**src/design/prd_pkg.sv**
```systemverilog
// shared constants, types and saturation helpers for the pulse rate detector
// no dependencies; imported by pulse_rate_detector_unit

package prd_pkg;

  // field and state widths
  localparam int SAMPLE_BITS = 16;
  localparam int PERIOD_BITS = 12;
  localparam int CFG_BITS    = 16;
  localparam int RATE_BITS   = 16;
  localparam int DC_BITS     = SAMPLE_BITS + 4;
  localparam int DCX_BITS    = DC_BITS + 2;
  localparam int FILT_BITS   = SAMPLE_BITS + 2;

  // low-pass coefficients in q0.16, processed one bit per cycle
  localparam int COEF_BITS = 16;
  localparam int LP_SHIFT  = 16;
  localparam logic [COEF_BITS-1:0] LP_IN_COEF = COEF_BITS'(16072);
  localparam logic [COEF_BITS-1:0] LP_FB_COEF = COEF_BITS'(33392);

  // accumulator holds coef * d + coef * y with headroom
  localparam int ACC_BITS = FILT_BITS + COEF_BITS + 2;

  // compare width for previous - drop threshold
  localparam int CMP_BITS = ((FILT_BITS > CFG_BITS) ? FILT_BITS : CFG_BITS) + 2;

  // serial step counter covers both the multiply and the divide
  localparam int MAX_STEPS = (COEF_BITS > RATE_BITS) ? COEF_BITS : RATE_BITS;
  localparam int STEP_BITS = $clog2(MAX_STEPS);

  // register reset values
  localparam logic [CFG_BITS-1:0] DROP_THRESHOLD_RST = CFG_BITS'(20);
  localparam logic [CFG_BITS-1:0] RATE_CONSTANT_RST  = CFG_BITS'(1200);

  // configuration register indexes
  localparam int CFG_IDX_BITS = 1;
  typedef enum logic [CFG_IDX_BITS-1:0] {
    REG_DROP_THRESHOLD = 1'b0,
    REG_RATE_CONSTANT  = 1'b1
  } cfg_reg_e;

  // stream payload widths
  localparam int IN_DATA_BITS  = ((SAMPLE_BITS + 7) / 8) * 8;
  localparam int OUT_DATA_BITS = ((RATE_BITS + FILT_BITS + 7) / 8) * 8;

  // sequencer states, one-hot
  typedef enum logic [4:0] {
    ST_IDLE = 5'b00001,
    ST_MAC  = 5'b00010,
    ST_FIN  = 5'b00100,
    ST_DIV  = 5'b01000,
    ST_OUT  = 5'b10000
  } state_e;

  // saturate a widened dc sum to the dc state range
  function automatic logic signed [DC_BITS-1:0] sat_dc(input logic signed [DCX_BITS-1:0] v);
    logic signed [DCX_BITS-1:0] hi;
    logic signed [DCX_BITS-1:0] lo;
    hi = DCX_BITS'({1'b0, {(DC_BITS-1){1'b1}}});
    lo = -hi - DCX_BITS'(1);
    if (v > hi) begin
      return DC_BITS'(hi);
    end else if (v < lo) begin
      return DC_BITS'(lo);
    end
    return DC_BITS'(v);
  endfunction

  // saturate a wide signed value to the filter range
  function automatic logic signed [FILT_BITS-1:0] sat_filt(input logic signed [ACC_BITS-1:0] v);
    logic signed [ACC_BITS-1:0] hi;
    logic signed [ACC_BITS-1:0] lo;
    hi = ACC_BITS'({1'b0, {(FILT_BITS-1){1'b1}}});
    lo = -hi - ACC_BITS'(1);
    if (v > hi) begin
      return FILT_BITS'(hi);
    end else if (v < lo) begin
      return FILT_BITS'(lo);
    end
    return FILT_BITS'(v);
  endfunction

endpackage

```
**src/design/pulse_rate_detector_unit.sv**
```systemverilog
// pulse rate detector: dc removal, bit-serial low-pass, beat logic, serial divider
// depends on prd_pkg
//
// steps per item: one low-pass step per coefficient bit, one beat step, one divide step
// per rate bit and one output load; the divide is skipped while no beat period is latched.
// one item in flight, so a new item is taken only once the previous one has loaded the
// output register. the output register lets the next item start while a result
// waits; a second result stalls in the output state until the receiver takes the first.
// reset (rst_ni low, asynchronous) clears filter state, beat state and counters
// and loads drop threshold 20 and rate constant 1200.

module pulse_rate_detector_unit (
  input  logic                                clk_i,
  input  logic                                rst_ni,
  // configuration write port
  input  logic                                cfg_we_i,
  input  logic [prd_pkg::CFG_IDX_BITS-1:0]    cfg_index_i,
  input  logic [prd_pkg::CFG_BITS-1:0]        cfg_data_i,
  // sample stream in
  input  logic                                s_axis_tvalid,
  output logic                                s_axis_tready,
  input  logic [prd_pkg::IN_DATA_BITS-1:0]    s_axis_tdata,  // sample
  // result stream out
  output logic                                m_axis_tvalid,
  input  logic                                m_axis_tready,
  output logic [prd_pkg::OUT_DATA_BITS-1:0]   m_axis_tdata,  // rate, filtered, zero pad
  output logic                                m_axis_tuser   // rate_valid
);
  import prd_pkg::*;

  // configuration registers
  logic [CFG_BITS-1:0] drop_thr_q;
  logic [CFG_BITS-1:0] rate_const_q;

  // control
  state_e               state_q, state_d;
  logic [STEP_BITS-1:0] step_q, step_d;

  // filter and beat state
  logic signed [DC_BITS-1:0]   w_q, w_d;
  logic signed [FILT_BITS-1:0] d_q, d_d;
  logic signed [FILT_BITS-1:0] y_q, y_d;
  logic signed [ACC_BITS-1:0]  acc_q, acc_d;
  logic                        armed_q, armed_d;
  logic [PERIOD_BITS-1:0]      cnt_q, cnt_d;
  logic [PERIOD_BITS-1:0]      period_q, period_d;

  // divider
  logic [PERIOD_BITS-1:0] rem_q, rem_d;
  logic [RATE_BITS-1:0]   quo_q, quo_d;

  // output register
  logic                        out_valid_q, out_valid_d;
  logic [RATE_BITS-1:0]        out_rate_q, out_rate_d;
  logic                        out_rv_q, out_rv_d;
  logic signed [FILT_BITS-1:0] out_filt_q, out_filt_d;

  // dc removal datapath
  logic signed [DCX_BITS-1:0] w_ext;
  logic signed [DCX_BITS-1:0] w_x3;
  logic signed [DCX_BITS-1:0] w_x3_adj;
  logic signed [DCX_BITS-1:0] w_sum;
  logic signed [DC_BITS-1:0]  w_new;
  logic signed [ACC_BITS-1:0] dw_ext;

  // low-pass serial step
  logic signed [ACC_BITS-1:0] term_in;
  logic signed [ACC_BITS-1:0] term_fb;
  logic signed [ACC_BITS-1:0] acc_adj;
  logic signed [ACC_BITS-1:0] y_wide;
  logic signed [FILT_BITS-1:0] y_new;

  // beat logic
  logic signed [CMP_BITS-1:0] drop_lvl;
  logic signed [CMP_BITS-1:0] y_new_ext;
  logic signed [CMP_BITS-1:0] y_prev_ext;
  logic                       rise;
  logic                       fall;
  logic                       armed_mid;
  logic [PERIOD_BITS-1:0]     cnt_mid;
  logic [PERIOD_BITS-1:0]     period_new;

  // divider step
  logic [PERIOD_BITS:0]   rem_sh;
  logic [PERIOD_BITS:0]   rem_diff;
  logic                   rem_ge;

  logic in_fire;
  logic out_free;

  assign in_fire  = s_axis_tvalid && s_axis_tready;
  assign out_free = !out_valid_q || m_axis_tready;

  // dc removal: w = x + trunc(0.75 * w_prev), d = w - w_prev
  always_comb begin
    w_ext    = DCX_BITS'(w_q);
    w_x3     = (w_ext <<< 1) + w_ext;
    w_x3_adj = w_x3 + (w_x3[DCX_BITS-1] ? DCX_BITS'(3) : DCX_BITS'(0));
    w_sum    = $signed(DCX_BITS'({1'b0, s_axis_tdata[SAMPLE_BITS-1:0]})) + (w_x3_adj >>> 2);
    w_new    = sat_dc(w_sum);
    dw_ext   = ACC_BITS'(w_new) - ACC_BITS'(w_q);
  end

  // low-pass: one coefficient bit per cycle, msb first
  always_comb begin
    term_in = LP_IN_COEF[step_q] ? ACC_BITS'(d_q) : '0;
    term_fb = LP_FB_COEF[step_q] ? ACC_BITS'(y_q) : '0;
    acc_adj = acc_q + (acc_q[ACC_BITS-1] ? ACC_BITS'((1 << LP_SHIFT) - 1) : ACC_BITS'(0));
    y_wide  = acc_adj >>> LP_SHIFT;
    y_new   = sat_filt(y_wide);
  end

  // beat arm, beat end and saturating sample count
  always_comb begin
    y_new_ext  = CMP_BITS'(y_new);
    y_prev_ext = CMP_BITS'(y_q);
    drop_lvl   = y_prev_ext - CMP_BITS'({1'b0, drop_thr_q});
    rise       = y_new_ext > y_prev_ext;
    armed_mid  = armed_q || rise;
    fall       = armed_mid && (y_new_ext <= drop_lvl);
    cnt_mid    = fall ? '0 : cnt_q;
    period_new = fall ? cnt_q : period_q;
  end

  // restoring divide step
  always_comb begin
    rem_sh   = {rem_q, quo_q[RATE_BITS-1]};
    rem_diff = rem_sh - {1'b0, period_q};
    rem_ge   = rem_sh >= {1'b0, period_q};
  end

  // sequencer
  always_comb begin
    state_d     = state_q;
    step_d      = step_q;
    w_d         = w_q;
    d_d         = d_q;
    y_d         = y_q;
    acc_d       = acc_q;
    armed_d     = armed_q;
    cnt_d       = cnt_q;
    period_d    = period_q;
    rem_d       = rem_q;
    quo_d       = quo_q;
    out_valid_d = out_valid_q && !m_axis_tready;
    out_rate_d  = out_rate_q;
    out_rv_d    = out_rv_q;
    out_filt_d  = out_filt_q;

    case (state_q)
      ST_IDLE: begin
        if (in_fire) begin
          w_d     = w_new;
          d_d     = sat_filt(dw_ext);
          acc_d   = '0;
          step_d  = STEP_BITS'(COEF_BITS - 1);
          state_d = ST_MAC;
        end
      end
      ST_MAC: begin
        acc_d = (acc_q <<< 1) + term_in + term_fb;
        if (step_q == '0) begin
          state_d = ST_FIN;
        end else begin
          step_d = step_q - STEP_BITS'(1);
        end
      end
      ST_FIN: begin
        y_d      = y_new;
        armed_d  = armed_mid && !fall;
        cnt_d    = (cnt_mid != '1) ? cnt_mid + PERIOD_BITS'(1) : cnt_mid;
        period_d = period_new;
        rem_d    = '0;
        quo_d    = rate_const_q;
        step_d   = STEP_BITS'(RATE_BITS - 1);
        state_d  = (period_new != '0) ? ST_DIV : ST_OUT;
      end
      ST_DIV: begin
        rem_d = rem_ge ? rem_diff[PERIOD_BITS-1:0] : rem_sh[PERIOD_BITS-1:0];
        quo_d = {quo_q[RATE_BITS-2:0], rem_ge};
        if (step_q == '0) begin
          state_d = ST_OUT;
        end else begin
          step_d = step_q - STEP_BITS'(1);
        end
      end
      ST_OUT: begin
        if (out_free) begin
          out_valid_d = 1'b1;
          out_rv_d    = period_q != '0;
          out_rate_d  = (period_q != '0) ? quo_q : '0;
          out_filt_d  = y_q;
          state_d     = ST_IDLE;
        end
      end
      default: begin
        state_d = ST_IDLE;
      end
    endcase
  end

  // control and state registers
  always_ff @(posedge clk_i or negedge rst_ni) begin
    if (!rst_ni) begin
      state_q     <= ST_IDLE;
      step_q      <= '0;
      w_q         <= '0;
      y_q         <= '0;
      armed_q     <= 1'b0;
      cnt_q       <= '0;
      period_q    <= '0;
      out_valid_q <= 1'b0;
    end else begin
      state_q     <= state_d;
      step_q      <= step_d;
      w_q         <= w_d;
      y_q         <= y_d;
      armed_q     <= armed_d;
      cnt_q       <= cnt_d;
      period_q    <= period_d;
      out_valid_q <= out_valid_d;
    end
  end

  // payload registers
  always_ff @(posedge clk_i) begin
    d_q        <= d_d;
    acc_q      <= acc_d;
    rem_q      <= rem_d;
    quo_q      <= quo_d;
    out_rate_q <= out_rate_d;
    out_rv_q   <= out_rv_d;
    out_filt_q <= out_filt_d;
  end

  // configuration writes
  always_ff @(posedge clk_i or negedge rst_ni) begin
    if (!rst_ni) begin
      drop_thr_q   <= DROP_THRESHOLD_RST;
      rate_const_q <= RATE_CONSTANT_RST;
    end else if (cfg_we_i) begin
      case (cfg_reg_e'(cfg_index_i))
        REG_DROP_THRESHOLD: drop_thr_q   <= cfg_data_i;
        REG_RATE_CONSTANT:  rate_const_q <= cfg_data_i;
        default: begin
        end
      endcase
    end
  end

  // stream ports
  assign s_axis_tready = state_q == ST_IDLE;
  assign m_axis_tvalid = out_valid_q;
  assign m_axis_tuser  = out_rv_q;
  assign m_axis_tdata  = {{(OUT_DATA_BITS - RATE_BITS - FILT_BITS){1'b0}},
                          out_filt_q, out_rate_q};

  // an accepted request always starts the low-pass sweep
  a_start_mac: assert property (@(posedge clk_i) disable iff (!rst_ni)
    in_fire |=> state_q == ST_MAC)
    else $error("low-pass sweep did not start after input request");

  // divider remainder stays below the divisor
  a_rem_range: assert property (@(posedge clk_i) disable iff (!rst_ni)
    state_q == ST_DIV |-> rem_q < period_q)
    else $error("divider remainder out of range");

  // a result without a period carries a zero rate
  a_zero_rate: assert property (@(posedge clk_i) disable iff (!rst_ni)
    m_axis_tvalid && !m_axis_tuser |-> m_axis_tdata[RATE_BITS-1:0] == '0)
    else $error("nonzero rate without a beat period");

  // every finished item leaves a nonzero sample count
  a_cnt_live: assert property (@(posedge clk_i) disable iff (!rst_ni)
    $rose(m_axis_tvalid) |-> cnt_q != '0)
    else $error("sample count zero after an item");

endmodule
```
**config.mk**
```make
export PLATFORM = sky130hd
export DESIGN_NAME = pulse_rate_detector_unit
export DESIGN_NICKNAME = d
export VERILOG_FILES = /design/src/design/prd_pkg.sv /design/src/design/pulse_rate_detector_unit.sv
export SDC_FILE = /design/constraint.sdc
export NUM_CORES = 1
export LEC_CHECK = 0
export ABC_AREA = 0
export BUFFER_PORTS_ARGS = -buffer_cell sky130_fd_sc_hd__buf_2
export CORE_UTILIZATION = 45
export CTS_BUF_LIST = sky130_fd_sc_hd__clkbuf_4
export DETAILED_ROUTE_END_ITERATION = 12
export GPL_TIMING_DRIVEN = 0
export MAX_ROUTING_LAYER = met4
export SYNTH_ARGS = -nofsm -noshare
export SYNTH_HDL_FRONTEND = slang
export SYNTH_SLANG_ARGS = --single-unit
```
**constraint.sdc**
```tcl
create_clock -name clk_i -period 7.3 [get_ports clk_i]
set_input_delay 0.365 -clock clk_i [delete_from_list [all_inputs] [get_ports clk_i]]
set_output_delay 0.365 -clock clk_i [all_outputs]
set_load 0.1 [all_outputs]
```
[Word-level counts from Yosys, hierarchy flattened]
Memory sizes are Yosys's and may differ from the RTL's.
Cells that the tools add are included.
Storage, ports and cells
  register bits after elaboration: 222
  ROM bits: 32
  input port bits: 38
  logic and storage cells: 117
  memories kept: 2
Cells by class
  add/subtract/negate cells: 11
  $lt $le $gt $ge: 10
  eq/ne operators: 11
  muxes and demuxes: 42
  bitwise operators: 1
  reduce and logical (&&, ||, !) cells: 23
Memory list
  (no name shown): depth 16, bits a word 1, rd ports 1, clocked after Yosys merged registers in 0, write ports 0, line pulse_rate_detector_unit.sv:107  | term_fb = LP_FB_COEF[step_q] ? ACC_BITS'(y_q) : '0;
  (no name shown): depth 16, bits a word 1, rd ports 1, clocked after Yosys merged registers in 0, write ports 0, line pulse_rate_detector_unit.sv:106  | term_in = LP_IN_COEF[step_q] ? ACC_BITS'(d_q) : '0;
Operator list (count)
  2-to-1 mux 18 bit: 6
  2-to-1 mux 36 bit: 3
  adder 36 bit: 2
  one-hot mux 36 bit (2 select lines): 1
  2-to-1 mux 20 bit: 3
  2-to-1 mux 12 bit: 4
  adder 36 x 17 -> 36 bit: 1
  one-hot mux 16 bit (2 select lines): 1
  2-to-1 mux 5 bit: 5
  one-hot mux 5 bit (5 select lines): 1
  one-hot mux 12 bit (2 select lines): 1
  nonzero test 12 bit: 2
  adder 21 x 20 -> 22 bit: 1
  adder 22 x 3 -> 22 bit: 1
  adder 17 x 20 -> 21 bit: 1
  greater-than comparator 21 x 18 -> 1 bit (second input constant): 1
  greater-than comparator 21 x 20 -> 1 bit (second input constant): 1
  less-than comparator 21 x 18 -> 1 bit (second input constant): 1
  less-than comparator 21 x 20 -> 1 bit (second input constant): 1
  subtractor 20 x 20 -> 21 bit: 1
  greater-than comparator 20 x 18 -> 1 bit (second input constant): 1
  less-than comparator 20 x 18 -> 1 bit (second input constant): 1
  <= comparator 18 x 19 -> 1 bit: 1
  subtractor 18 x 17 -> 19 bit: 1
  other kinds (30): 56

[Depth between registers and ports, before layout]
Gate-level depths: netlist of the first run.
  depth after elaboration: 15
  gate-level depth with buffers: 36

[Worst setup path before layout of the first run]
Ideal clock, no wire load.
  kind: register to register
  start: register w_q[1]
  end: register d_q[8] (data pin)
  data arrival time: 7.559 ns
  required time: 7.022 ns
  slack: -0.537 ns
  stages on the path, launching flop included: 35
  buffers on the path: 2
  period minus slack after synthesis: 7.837 ns
  path through: dfrtp_1 > ha_1 > inv_1 > fa_1 > and2b_1 > o2111a_2 > or3_1 > xnor2_1 > or2_2 > xor2_1 > ha_1 > o21ai_0 > a21oi_1 > a221oi_1 > a21oi_1 > and2_1 > a31oi_1 > a211o_1 > mux2_2 > and3_1 > buf_2 > nor2_1 > nor2_1 > ha_1 > or4_1 > o22ai_1 > o21ai_1 > o41a_1 > a211o_1 > and2_1 > nor4_1 > a21oi_1 > a31oi_2 > buf_2 > o21ai_1
Between the ends
  word-level cells in the longest chain between the ends: 15
  elaborated cells between the ends (all ways): 19
Ends and longest elaborated chain
  start: declaration: line pulse_rate_detector_unit.sv:40  | logic signed [DC_BITS-1:0] w_q, w_d;
  start signal: assignment: line pulse_rate_detector_unit.sv:216  | w_q <= w_d;
  adder 21 x 20 -> 22 bit *: line pulse_rate_detector_unit.sv:97  | w_x3 = (w_ext <<< 1) + w_ext;
  2-to-1 mux 2 bit: line pulse_rate_detector_unit.sv:98  | w_x3_adj = w_x3 + (w_x3[DCX_BITS-1] ? DCX_BITS'(3) : DCX_BITS'(0));
  adder 22 x 3 -> 22 bit *: line pulse_rate_detector_unit.sv:98
  adder 17 x 20 -> 21 bit *: line pulse_rate_detector_unit.sv:99  | w_sum = $signed(DCX_BITS'({1'b0, s_axis_tdata[SAMPLE_BITS-1:0]})) + (w_x3_adj >>> 2);
  less-than comparator 21 x 20 -> 1 bit: line prd_pkg.sv:63  | end else if (v < lo) begin
  2-to-1 mux 1 bit: line prd_pkg.sv:63
  2-to-1 mux 1 bit: line prd_pkg.sv:61  | if (v > hi) begin
  2-to-1 mux 20 bit *: line prd_pkg.sv:66  | return DC_BITS'(v);
  named net w_new[5]: line pulse_rate_detector_unit.sv:63  | logic signed [DC_BITS-1:0] w_new;
  subtractor 20 x 20 -> 21 bit *: line pulse_rate_detector_unit.sv:101  | dw_ext = ACC_BITS'(w_new) - ACC_BITS'(w_q);
  less-than comparator 21 x 18 -> 1 bit: line prd_pkg.sv:77  | end else if (v < lo) begin
  2-to-1 mux 1 bit: line prd_pkg.sv:77
  2-to-1 mux 1 bit: line prd_pkg.sv:75  | if (v > hi) begin
  2-to-1 mux 1 bit: line pulse_rate_detector_unit.sv:152  | if (in_fire) begin
  2-to-1 mux 1 bit: line pulse_rate_detector_unit.sv:150  | case (state_q)
  2-to-1 mux 18 bit *: line prd_pkg.sv:80  | return FILT_BITS'(v);
  end signal: assignment: line pulse_rate_detector_unit.sv:227  | d_q <= d_d;
  end: declaration: line pulse_rate_detector_unit.sv:41  | logic signed [FILT_BITS-1:0] d_q, d_d;
The timed path passes the listed nets; every way through them passes the cells marked *. The select of a mux whose other input is x is not followed.
A chain may end at the register's enable or synchronous reset.

[Worst setup path in the final report of the first run]
  start: register w_q[1]
  end: register d_q[4] (data pin)
Same word-level chain as after synthesis.

==> metrics, run 1 <==
setup TNS=-10740 ps; outcome=complete, but fails checks; worst hold path class=in -> reg; mean area per synthesized cell=9.43 um2; CP Class=reg -> reg; Post-Route Utilization=54.3%; CTS H-tree lvls=3; GRT Total Usage=24.4%; DR vias/cell=5.52; Final Max Slew Viols=0; failing checks=negative setup slack; total number of vias=14700; final std cells w/o fill=2655; Boundary Pins=81; Worst Path Required=7740 ps; Startpoint Class=flop; Area contributors post-synth=edfxtp_1 (20%), dfrtp_1 (14%), ha_1 (13%), fa_1 (4.6%), nand2_1 (3.7%); Yosys top cell by area=edfxtp_1; Worst-path clk slew=70 ps; Core Area=0.0380 mm2; prevailing post-synth register cell=edfxtp_1; Final Hold Slack=88.0 ps; first-pass GRT wire length=73.5 mm; Final setup viols=18; CP Buf/Inv Count=6; DRC viols=0; Routed WL=46.4 mm; mux cell area share after synthesis=3.56%; XOR/XNOR Fraction of Synth Area=6.32%; Clock Path Buffers=3; sequential area share after synthesis=35.0%; R2R Setup Slk=-640 ps; violation count after the first detailed-routing iteration=683; Die Wd=200 um; distinct cell type count after synthesis=86; worst-path maximum fanout=6; die area=0.0398 mm2; Worst path top cell family by delay=compound AO/OA/AOI/OAI gates; Slew @ Worst Pin=1270 ps; cts bufs inserted=67; Worst slew margin=15.1%; HPWL Detailed=34.9 mm; Max Clk Rate=126 MHz; PnR worst setup slack=-641 ps; vias in the first global route=14600; CP Capture Type=flop; FFs w/ async S/R, synth=47.3%; largest family of logic cells by synthesized area=simple AND/OR/NAND/NOR gates; Fillers=3539; Final Hold Vio Count=0; Ys Warns=0; drt pass-1 iters=5; I/O Buffers=74; CP max stage cell=or4_1; layout overhead on the synthesized area=17.7%; largest net degree at the start of global routing=57; Post-Syn Instances=1863; antenna violations before repair=7; WP data arrival=8390 ps; Clock Latency Late Sink=740 ps; CTS Sinks=222; Routed Antenna Nets=0; std cell rows=71; Max Cap Violations=0; CP peak stage delay=580 ps; Compound-Gate Fraction of Synth Area=16.2%; Synth Register Bits=222; Mapped Area=0.0176 mm2; grt total ovfl=0; area share of the largest cell type after synthesis=20.0%; final estimated routing congestion in global placement=0.862; final cycle utilization of the critical path=109%; Initial Util=46.2%; RSZ-0062 raised after global routing=true; CTS tree=built; Post-synth EDFFs=117; die height=200 um; min cycle time layout=7940 ps; WL per Instance=17.5 um; share of cells above drive strength 1=18.4%; Final nets=2349; Inst Count DP=2457; Final Skew=59.7 ps; post-synthesis simple-gate area fraction=17.4%; CTS root buf=clkbuf_4; Post-Synth Adder-Cell Area=17.4%
==> cell usage in the layout, fill, tap and decap left out, types with 9 or more instances in the layout <==
cell type and instances:
fa_1 38, nor2b_1 22, o31ai_1 16, o21ai_1 28, nand2b_1 19, clkbuf_4 93, mux2i_1 13, edfxtp_1 117
nand2_1 168, a21oi_1 88, xor2_1 46, mux2_2 42, clkinv_1 16, dlygate4sd3_1 19, o21bai_1 12, xnor2_1 70
nor4_1 9, nor3_1 29, a21boi_1 9, clkbuf_1 32, a21o_1 41, o211ai_1 9, o21ai_0 75, dfrtp_1 97
buf_2 77, buf_4 60, nand4_1 30, and3_1 15, and2_1 64, nand3_1 38, nor2_1 160, ha_1 171
a31oi_1 25, inv_1 126, a211oi_1 14, o22ai_1 10, o21a_1 26
==> tightest hold or removal path, cell delays in order <==
cell,delay (ps)
buf_2,90
nor2b_1,80
mux2_2,230
==> layer usage <==
metal  vias to the layer above  GRT usage, %  wire (um)
met2                       307          40.3      22600
met1                      7079          30.0      20400
met3                        72          4.46       2290
met4                         0          8.03       1070
li1                       7198             -          -
met5                         -             -          0
==> state kept, by name, summed over array words and instances, names as in the netlist <==
signal	cells
quo_q	16
state_q	5
step_q	4
w_q	20
acc_q	36
m_axis_tvalid	1
armed_q	1
rate_const_q	16
m_axis_tuser	1
rem_q	12
d_q	18
period_q	12
y_q	18
cnt_q	12
out_filt_q	18
drop_thr_q	16
out_rate_q	16
==> cells in the mapped netlist, types with 10 or more instances <==
library cell    n
mux2_2         43
edfxtp_1      117
o21bai_1       12
a31oi_1        28
and2_1         68
a21oi_1        95
o31ai_1        17
xnor2_1        73
o21ai_1        25
fa_1           40
nor3_1         30
o22ai_1        11
dfrtp_1        98
clkbuf_1       36
nand3_1        40
o21a_1         26
nand2b_1       19
xor2_1         50
mux2i_1        13
o21ai_0        81
nor2b_1        24
ha_1          180
and3_1         16
nor4_1         10
nand4_1        30
a21o_1         41
nand2_1       171
nor2_1        166
a211oi_1       17
inv_1         127
==> repair_timing <==
item,in CTS,in global routing
resized for setup,39,42
gates cloned,2,0
setup endpoints to repair,27,28
buffers inserted,36,19
hold endpoints to repair,83,0
hold buffers,19,0
pin swaps,27,34
==> cell families after synthesis <==
group           count (synthesis)
mux                            57
compound gates                434
simple gates                  625
flops                         222
other cells                     1
fa+ha+maj                     220
xor+xnor                      125
buf+inv                       179
==> final timing paths <==
check,from,to,cells past startpoint
worst max-delay path,w_q[1]$_DFFE_PN0P_,d_q[4]$_DFFE_PP_,37
worst min-delay path,cfg_index_i,drop_thr_q[0]$_DFFE_PN0P_,3
worst max register to register,w_q[1]$_DFFE_PN0P_,d_q[4]$_DFFE_PP_,37
worst min register to register,armed_q$_DFFE_PN0P_,armed_q$_DFFE_PN0P_,1
max in group asynchronous,rst_ni,rate_const_q[4]$_DFFE_PN1P_,3
min in group asynchronous,rst_ni,y_q[15]$_DFFE_PN0P_,2
==> final cells by class <==
cell class / count / area (um2) / share of cell area, %
diodes: 6 / 15.0 / 0.0727
plain buffers: 52 / 273 / 1.32
flip-flops and latches: 222 / 6150 / 29.8
repair buffers: 154 / 1110 / 5.39
clock buffers: 92 / 691 / 3.34
well taps: 511 / 639 / 3.09
multi-input cells: 1467 / 11200 / 54.0
inverters: 127 / 477 / 2.31
clock inverters: 24 / 150 / 0.727
==> through the flow <==
step / instance area (um2) / setup slack [ps]
CTS: 20400 / -539
global route: 20700 / -926
finish: 20700 / -641
global placement: 18700 / -1180
floorplan: 17700 / -274
detailed placement: 18900 / -1240
Power of run 1 is left out: the tool's default activity adds up to more than one toggle a clock period on the data nets, which glitch-free logic cannot reach.
==> run 2: changes to the inputs <==
- GPL_TIMING_DRIVEN: 0 -> unset
- SKIP_CTS_REPAIR_TIMING: unset -> 1
==> metrics, run 2 (synthesis results as in run 1) <==
Final Max Slew Viols=0 (unchanged); die height=200 um (unchanged); Most flops, register=acc_q; Initial Util=46.2% (unchanged); worst hold path class=in -> reg; biggest regs=acc_q: 36 flops, w_q: 20 flops; Routed WL=45.5 mm (-2.0%); post-place setup slack=-593 ps (+650 ps); DR vias/cell=5.45 (-1.4%); Final Skew=58.2 ps (-1.57 ps); WL per Instance=16.8 um (-3.8%); I/O Buffers=74 (unchanged); Largest register FFs=36 (unchanged); grt met1 use=28.3% (-1.6 points); FF-to-FF path depth=33 (-11%); vias in the first global route=14500 (-0.66%); drt pass-1 iters=6 (+1); Max Cap Violations=0 (unchanged); GRT Total Usage=23.8% (-0.52 points); multi-input logic area=0.0111 mm2 (-0.63%); grt total ovfl=0 (unchanged); Die Wd=200 um (unchanged); GR Util met3=4.15% (-0.30 points); Worst slew margin=21.6% (+6.5 points); Finished Cell Area=0.0211 mm2 (+1.9%); busiest grt layer=met2; most frequent cells in the layout=ha_1 (172), nand2_1 (170), nor2_1 (161), buf_4 (160), inv_1 (126); RSZ-0062 raised after global routing=true; Worst Path Required=7790 ps (+50 ps); share of cells above drive strength 1=21.6% (+3.2 points); DRC viols=0 (unchanged); Fillers=3474 (-1.8%); Startpoint Class=flop; CP Capture Type=flop; failing checks=negative setup slack; CP Class=reg -> reg; worst-path maximum fanout=8 (+2); Boundary Pins=81 (unchanged); outcome=complete, but fails checks; cts bufs inserted=67 (unchanged); Final Hold Vio Count=0 (unchanged); CTS Sinks=222 (unchanged); Post-Route Utilization=55.4% (+1.0 points); Core Area=0.0380 mm2 (unchanged); PnR worst setup slack=-640 ps (+1.22 ps); Final setup viols=18 (unchanged); CP peak stage delay=490 ps (-90 ps); layout overhead on the synthesized area=19.9%; violation count after the first detailed-routing iteration=808 (+18%); Sequential Area=0.00615 mm2 (about the same); total number of vias=14700 (+0.54%); CTS tree=built; Placed Area=0.0197 mm2 (+4.5%); WP data arrival=8430 ps (+40 ps); die area=0.0398 mm2 (unchanged); CTS root buf=clkbuf_4; most common cell after layout, fill and taps aside=ha_1; Worst-path clk slew=60 ps (about the same); final estimated routing congestion in global placement=0.904 (+4.8%); Final nets=2400 (+2.2%); CTS H-tree lvls=3 (unchanged); HPWL Detailed=34.6 mm (-0.75%); Worst Hold Depth=3 (unchanged); std cell rows=71 (unchanged); final cycle utilization of the critical path=109% (about the same); setup TNS=-10520 ps (+218 ps); largest net degree at the start of global routing=69 (+21%); Slew @ Worst Pin=1170 ps (-102 ps); CP max stage cell=or4_4; GR Layer Usage met2=40.6% (+0.28 points); antenna violations before repair=4 (-3); Max Clk Rate=126 MHz (about the same); Most common cell on crit path=and2_4; first-pass GRT wire length=72.3 mm (-1.6%); Routed Antenna Nets=0 (unchanged); min cycle time layout=7940 ps (-1.22 ps); Clock Path Buffers=3 (unchanged); Clock Latency Late Sink=760 ps (+20 ps)
==> run 2: cell types whose count changed in the layout (fill, tap and decap cells not counted), sizes merged <==
cell and change:
buf +87, bufinv -1, clkbuf -33, clkinv +2, clkinvlp +1, diode -5, dlygate4sd3 -1, inv +1
==> run 2: cell type report <==
type	instances	area share (%)
repair buffers	257	8.80
flip-flops and latches	222	29.2
diodes	1	0.0119
clock inverters	27	0.707
multi-input cells	1467	52.6
clock buffers	94	3.35
inverters	127	2.26
well taps	511	3.04
==> run 2: worst max-delay path, delay by kind of cell (launching register included) <==
| kind | cells | cell delay (ps) |
|---|---|---|
| fa+ha+maj | 4 | 1000 |
| compound gates | 15 | 3240 |
| xor+xnor | 1 | 160 |
| buf+inv | 3 | 500 |
| simple gates | 10 | 2360 |
| flops | 1 | 390 |
==> run 2: final timing paths <==
kind	from	endpoint	slack, ps
max in group asynchronous	rst_ni	rate_const_q[3]$_DFFE_PN0P_	5890
worst max-delay path	w_q[1]$_DFFE_PN0P_	d_q[8]$_DFFE_PP_	-640
worst max register to register	w_q[1]$_DFFE_PN0P_	d_q[8]$_DFFE_PP_	-640
worst min register to register	armed_q$_DFFE_PN0P_	armed_q$_DFFE_PN0P_	490
worst min-delay path	m_axis_tready	m_axis_tvalid$_DFF_PN0_	10
min in group asynchronous	rst_ni	w_q[11]$_DFFE_PN0P_	140
==> run 2: metrics by stage <==
| stage | hold WS (ps) | instances |
|---|---|---|
| 2_1_floorplan | 69.4 | 1868 |
| 3_3_place_gp | 374 | 2557 |
| 3_5_place_dp | 381 | 2557 |
| 4_1_cts | -439 | 2678 |
| 5_1_grt | 0.361 | 2706 |
| 6_report | 12.7 | 2706 |
==> run 2: metal layers <==
metal | vias to the layer above | wire, um
met5 | - | 0
met2 | 270 | 22600
met3 | 95 | 1820
met4 | 0 | 1130
met1 | 7086 | 19900
li1 | 7284 | -
Power of run 2 is left out for the same reason.
==> run 3: changes to the inputs <==
- CTS_BUF_LIST: sky130_fd_sc_hd__clkbuf_4 -> unset
==> metrics, run 3 (synthesis results as in run 1) <==
CP peak stage delay=460 ps (-30 ps); Final nets=2346 (-2.3%); GRT Total Usage=23.4% (-0.47 points); share of cells above drive strength 1=19.8% (-1.8 points); Startpoint Class=flop; std cell rows=71 (unchanged); worst-path maximum fanout=8 (unchanged); HPWL Detailed=34.6 mm (unchanged); most common cell after layout, fill and taps aside=ha_1; cts bufs inserted=26 (-61%); CP max stage cell=a2111oi_4; hold endpoint=drop_thr_q[3]$_DFFE_PN0P_; Final Hold Vio Count=0 (unchanged); Slew @ Worst Pin=1140 ps (-28.1 ps); Clock Path Buffers=3 (unchanged); Most flops, register=acc_q; CTS H-tree lvls=1 (-2); Final Skew=10.5 ps (-47.6 ps); Core Area=0.0380 mm2 (unchanged); first-pass GRT wire length=71.6 mm (-0.93%); Max Cap Violations=0 (unchanged); CTS tree=built; min cycle time layout=7950 ps (+5.75 ps); largest net degree at the start of global routing=69 (unchanged); grt total ovfl=0 (unchanged); PnR worst setup slack=-646 ps (-5.75 ps); Inst Count DP=2557 (unchanged); biggest regs=acc_q: 36 flops, w_q: 20 flops; CP Class=reg -> reg; antenna violations before repair=2 (-2); Routed WL=45.0 mm (-1.1%); Final Hold Slack=65.2 ps (+52.5 ps); Boundary Pins=81 (unchanged); Initial Util=46.2% (unchanged); die height=200 um (unchanged); Max Clk Rate=126 MHz (about the same); Final Max Slew Viols=0 (unchanged); CTS Sinks=222 (unchanged); layout overhead on the synthesized area=19.5%; Most common cell on crit path=and2_4; failing checks=negative setup slack; DRC viols=0 (unchanged); FF-to-FF path depth=36 (+9.1%); Routed Antenna Nets=0 (unchanged); violation count after the first detailed-routing iteration=708 (-12%); RSZ-0062 raised after global routing=true; I/O Buffers=74 (unchanged); final estimated routing congestion in global placement=0.904 (unchanged); Worst Path Required=7610 ps (-180 ps); R2R Setup Slk=-650 ps (about the same); Final setup viols=18 (unchanged); Clock Latency Late Sink=550 ps (-210 ps); worst hold path class=in -> reg; DR vias/cell=5.52 (+1.4%); WP data arrival=8250 ps (-180 ps); min-delay src=cfg_data_i[3]; vias in the first global route=14200 (-2.5%); worst reg2reg startpoint=w_q[1]$_DFFE_PN0P_; most frequent cells in the layout=ha_1 (173), nand2_1 (170), buf_4 (161), nor2_1 (159), inv_1 (126); CP Capture Type=flop; final cycle utilization of the critical path=109% (about the same); R2R Path End=d_q[6]$_DFFE_PP_; outcome=complete, but fails checks; final std cells w/o fill=2619 (-3.2%); Worst slew margin=23.5% (+1.9 points); CTS root buf=clkbuf_16; drt pass-1 iters=6 (unchanged); die area=0.0398 mm2 (unchanged); Largest register FFs=36 (unchanged); Post-Route Utilization=55.2% (-0.19 points); Worst Hold Depth=3 (unchanged); number of diodes=0 (-1); Die Wd=200 um (unchanged); WL per Instance=17.2 um (+2.2%); total number of vias=14500 (-1.9%); Worst-path clk slew=60 ps (about the same)
[run 3: cell types whose count changed in the layout (fill, tap and decap cells not counted), sizes merged]
cell and change:
clkinvlp +2, buf +3, bufinv +1, diode -1
clkinv -14, inv -2, dlygate4sd3 -17, clkbuf -59
[run 3: worst max path at each step]
| stage | startpoint | endpoint | slack [ps] | depth (start not counted) |
|---|---|---|---|---|
| finish | w_q[1]$_DFFE_PN0P_ | d_q[6]$_DFFE_PP_ | -650 | 36 |
| global route | w_q[1]$_DFFE_PN0P_ | d_q[16]$_DFFE_PP_ | -1040 | 37 |
| CTS | w_q[1]$_DFFE_PN0P_ | d_q[4]$_DFFE_PP_ | -660 | 34 |
| detailed placement | w_q[1]$_DFFE_PN0P_ | d_q[4]$_DFFE_PP_ | -590 | 34 |
| global placement | w_q[1]$_DFFE_PN0P_ | d_q[15]$_DFFE_PP_ | -450 | 34 |
| floorplan | w_q[1]$_DFFE_PN0P_ | d_q[10]$_DFFE_PP_ | -270 | 35 |
[run 3: critical path, delay by kind of cell (launching register included)]
family / cells / cell delay, ps
xor gates and xnor gates: 1 / 160
DFF: 1 / 380
and+or+nand+nor: 11 / 1990
adders and majority gates: 4 / 1150
AOI/OAI and AO/OA: 16 / 3480
buffers and inverters: 4 / 540
[run 3: final cells by class]
cell class,instances,area (um2)
clock buffer,34,742
clock inverter,14,153
fill,3432,17000
inverter,127,477
multi-input combinational,1467,11100
sequential,222,6150
tap,511,639
timing repair buffer,244,1740
[run 3: through the flow]
| step | area [um2] | setup TNS [ps] | worst slack, ps |
|---|---|---|---|
| after floorplan | 17700 | -3790 | -274 |
| after global placement | 19700 | -7230 | -446 |
| after detailed placement | 19700 | -9560 | -593 |
| after CTS | 20600 | -10610 | -657 |
| after global routing | 21000 | -17880 | -1040 |
| final | 21000 | -10770 | -646 |
[run 3: metal layers]
metal  GRT usage [%]  vias to the layer above  share of wire, %
met1            28.6                     6985                43
met3            2.51                       71               4.2
met5               -                        -                 0
met2            40.4                      271                50
met4            7.10                        0               2.7
li1                -                     7129                 -
Power of run 3 is left out for the same reason.
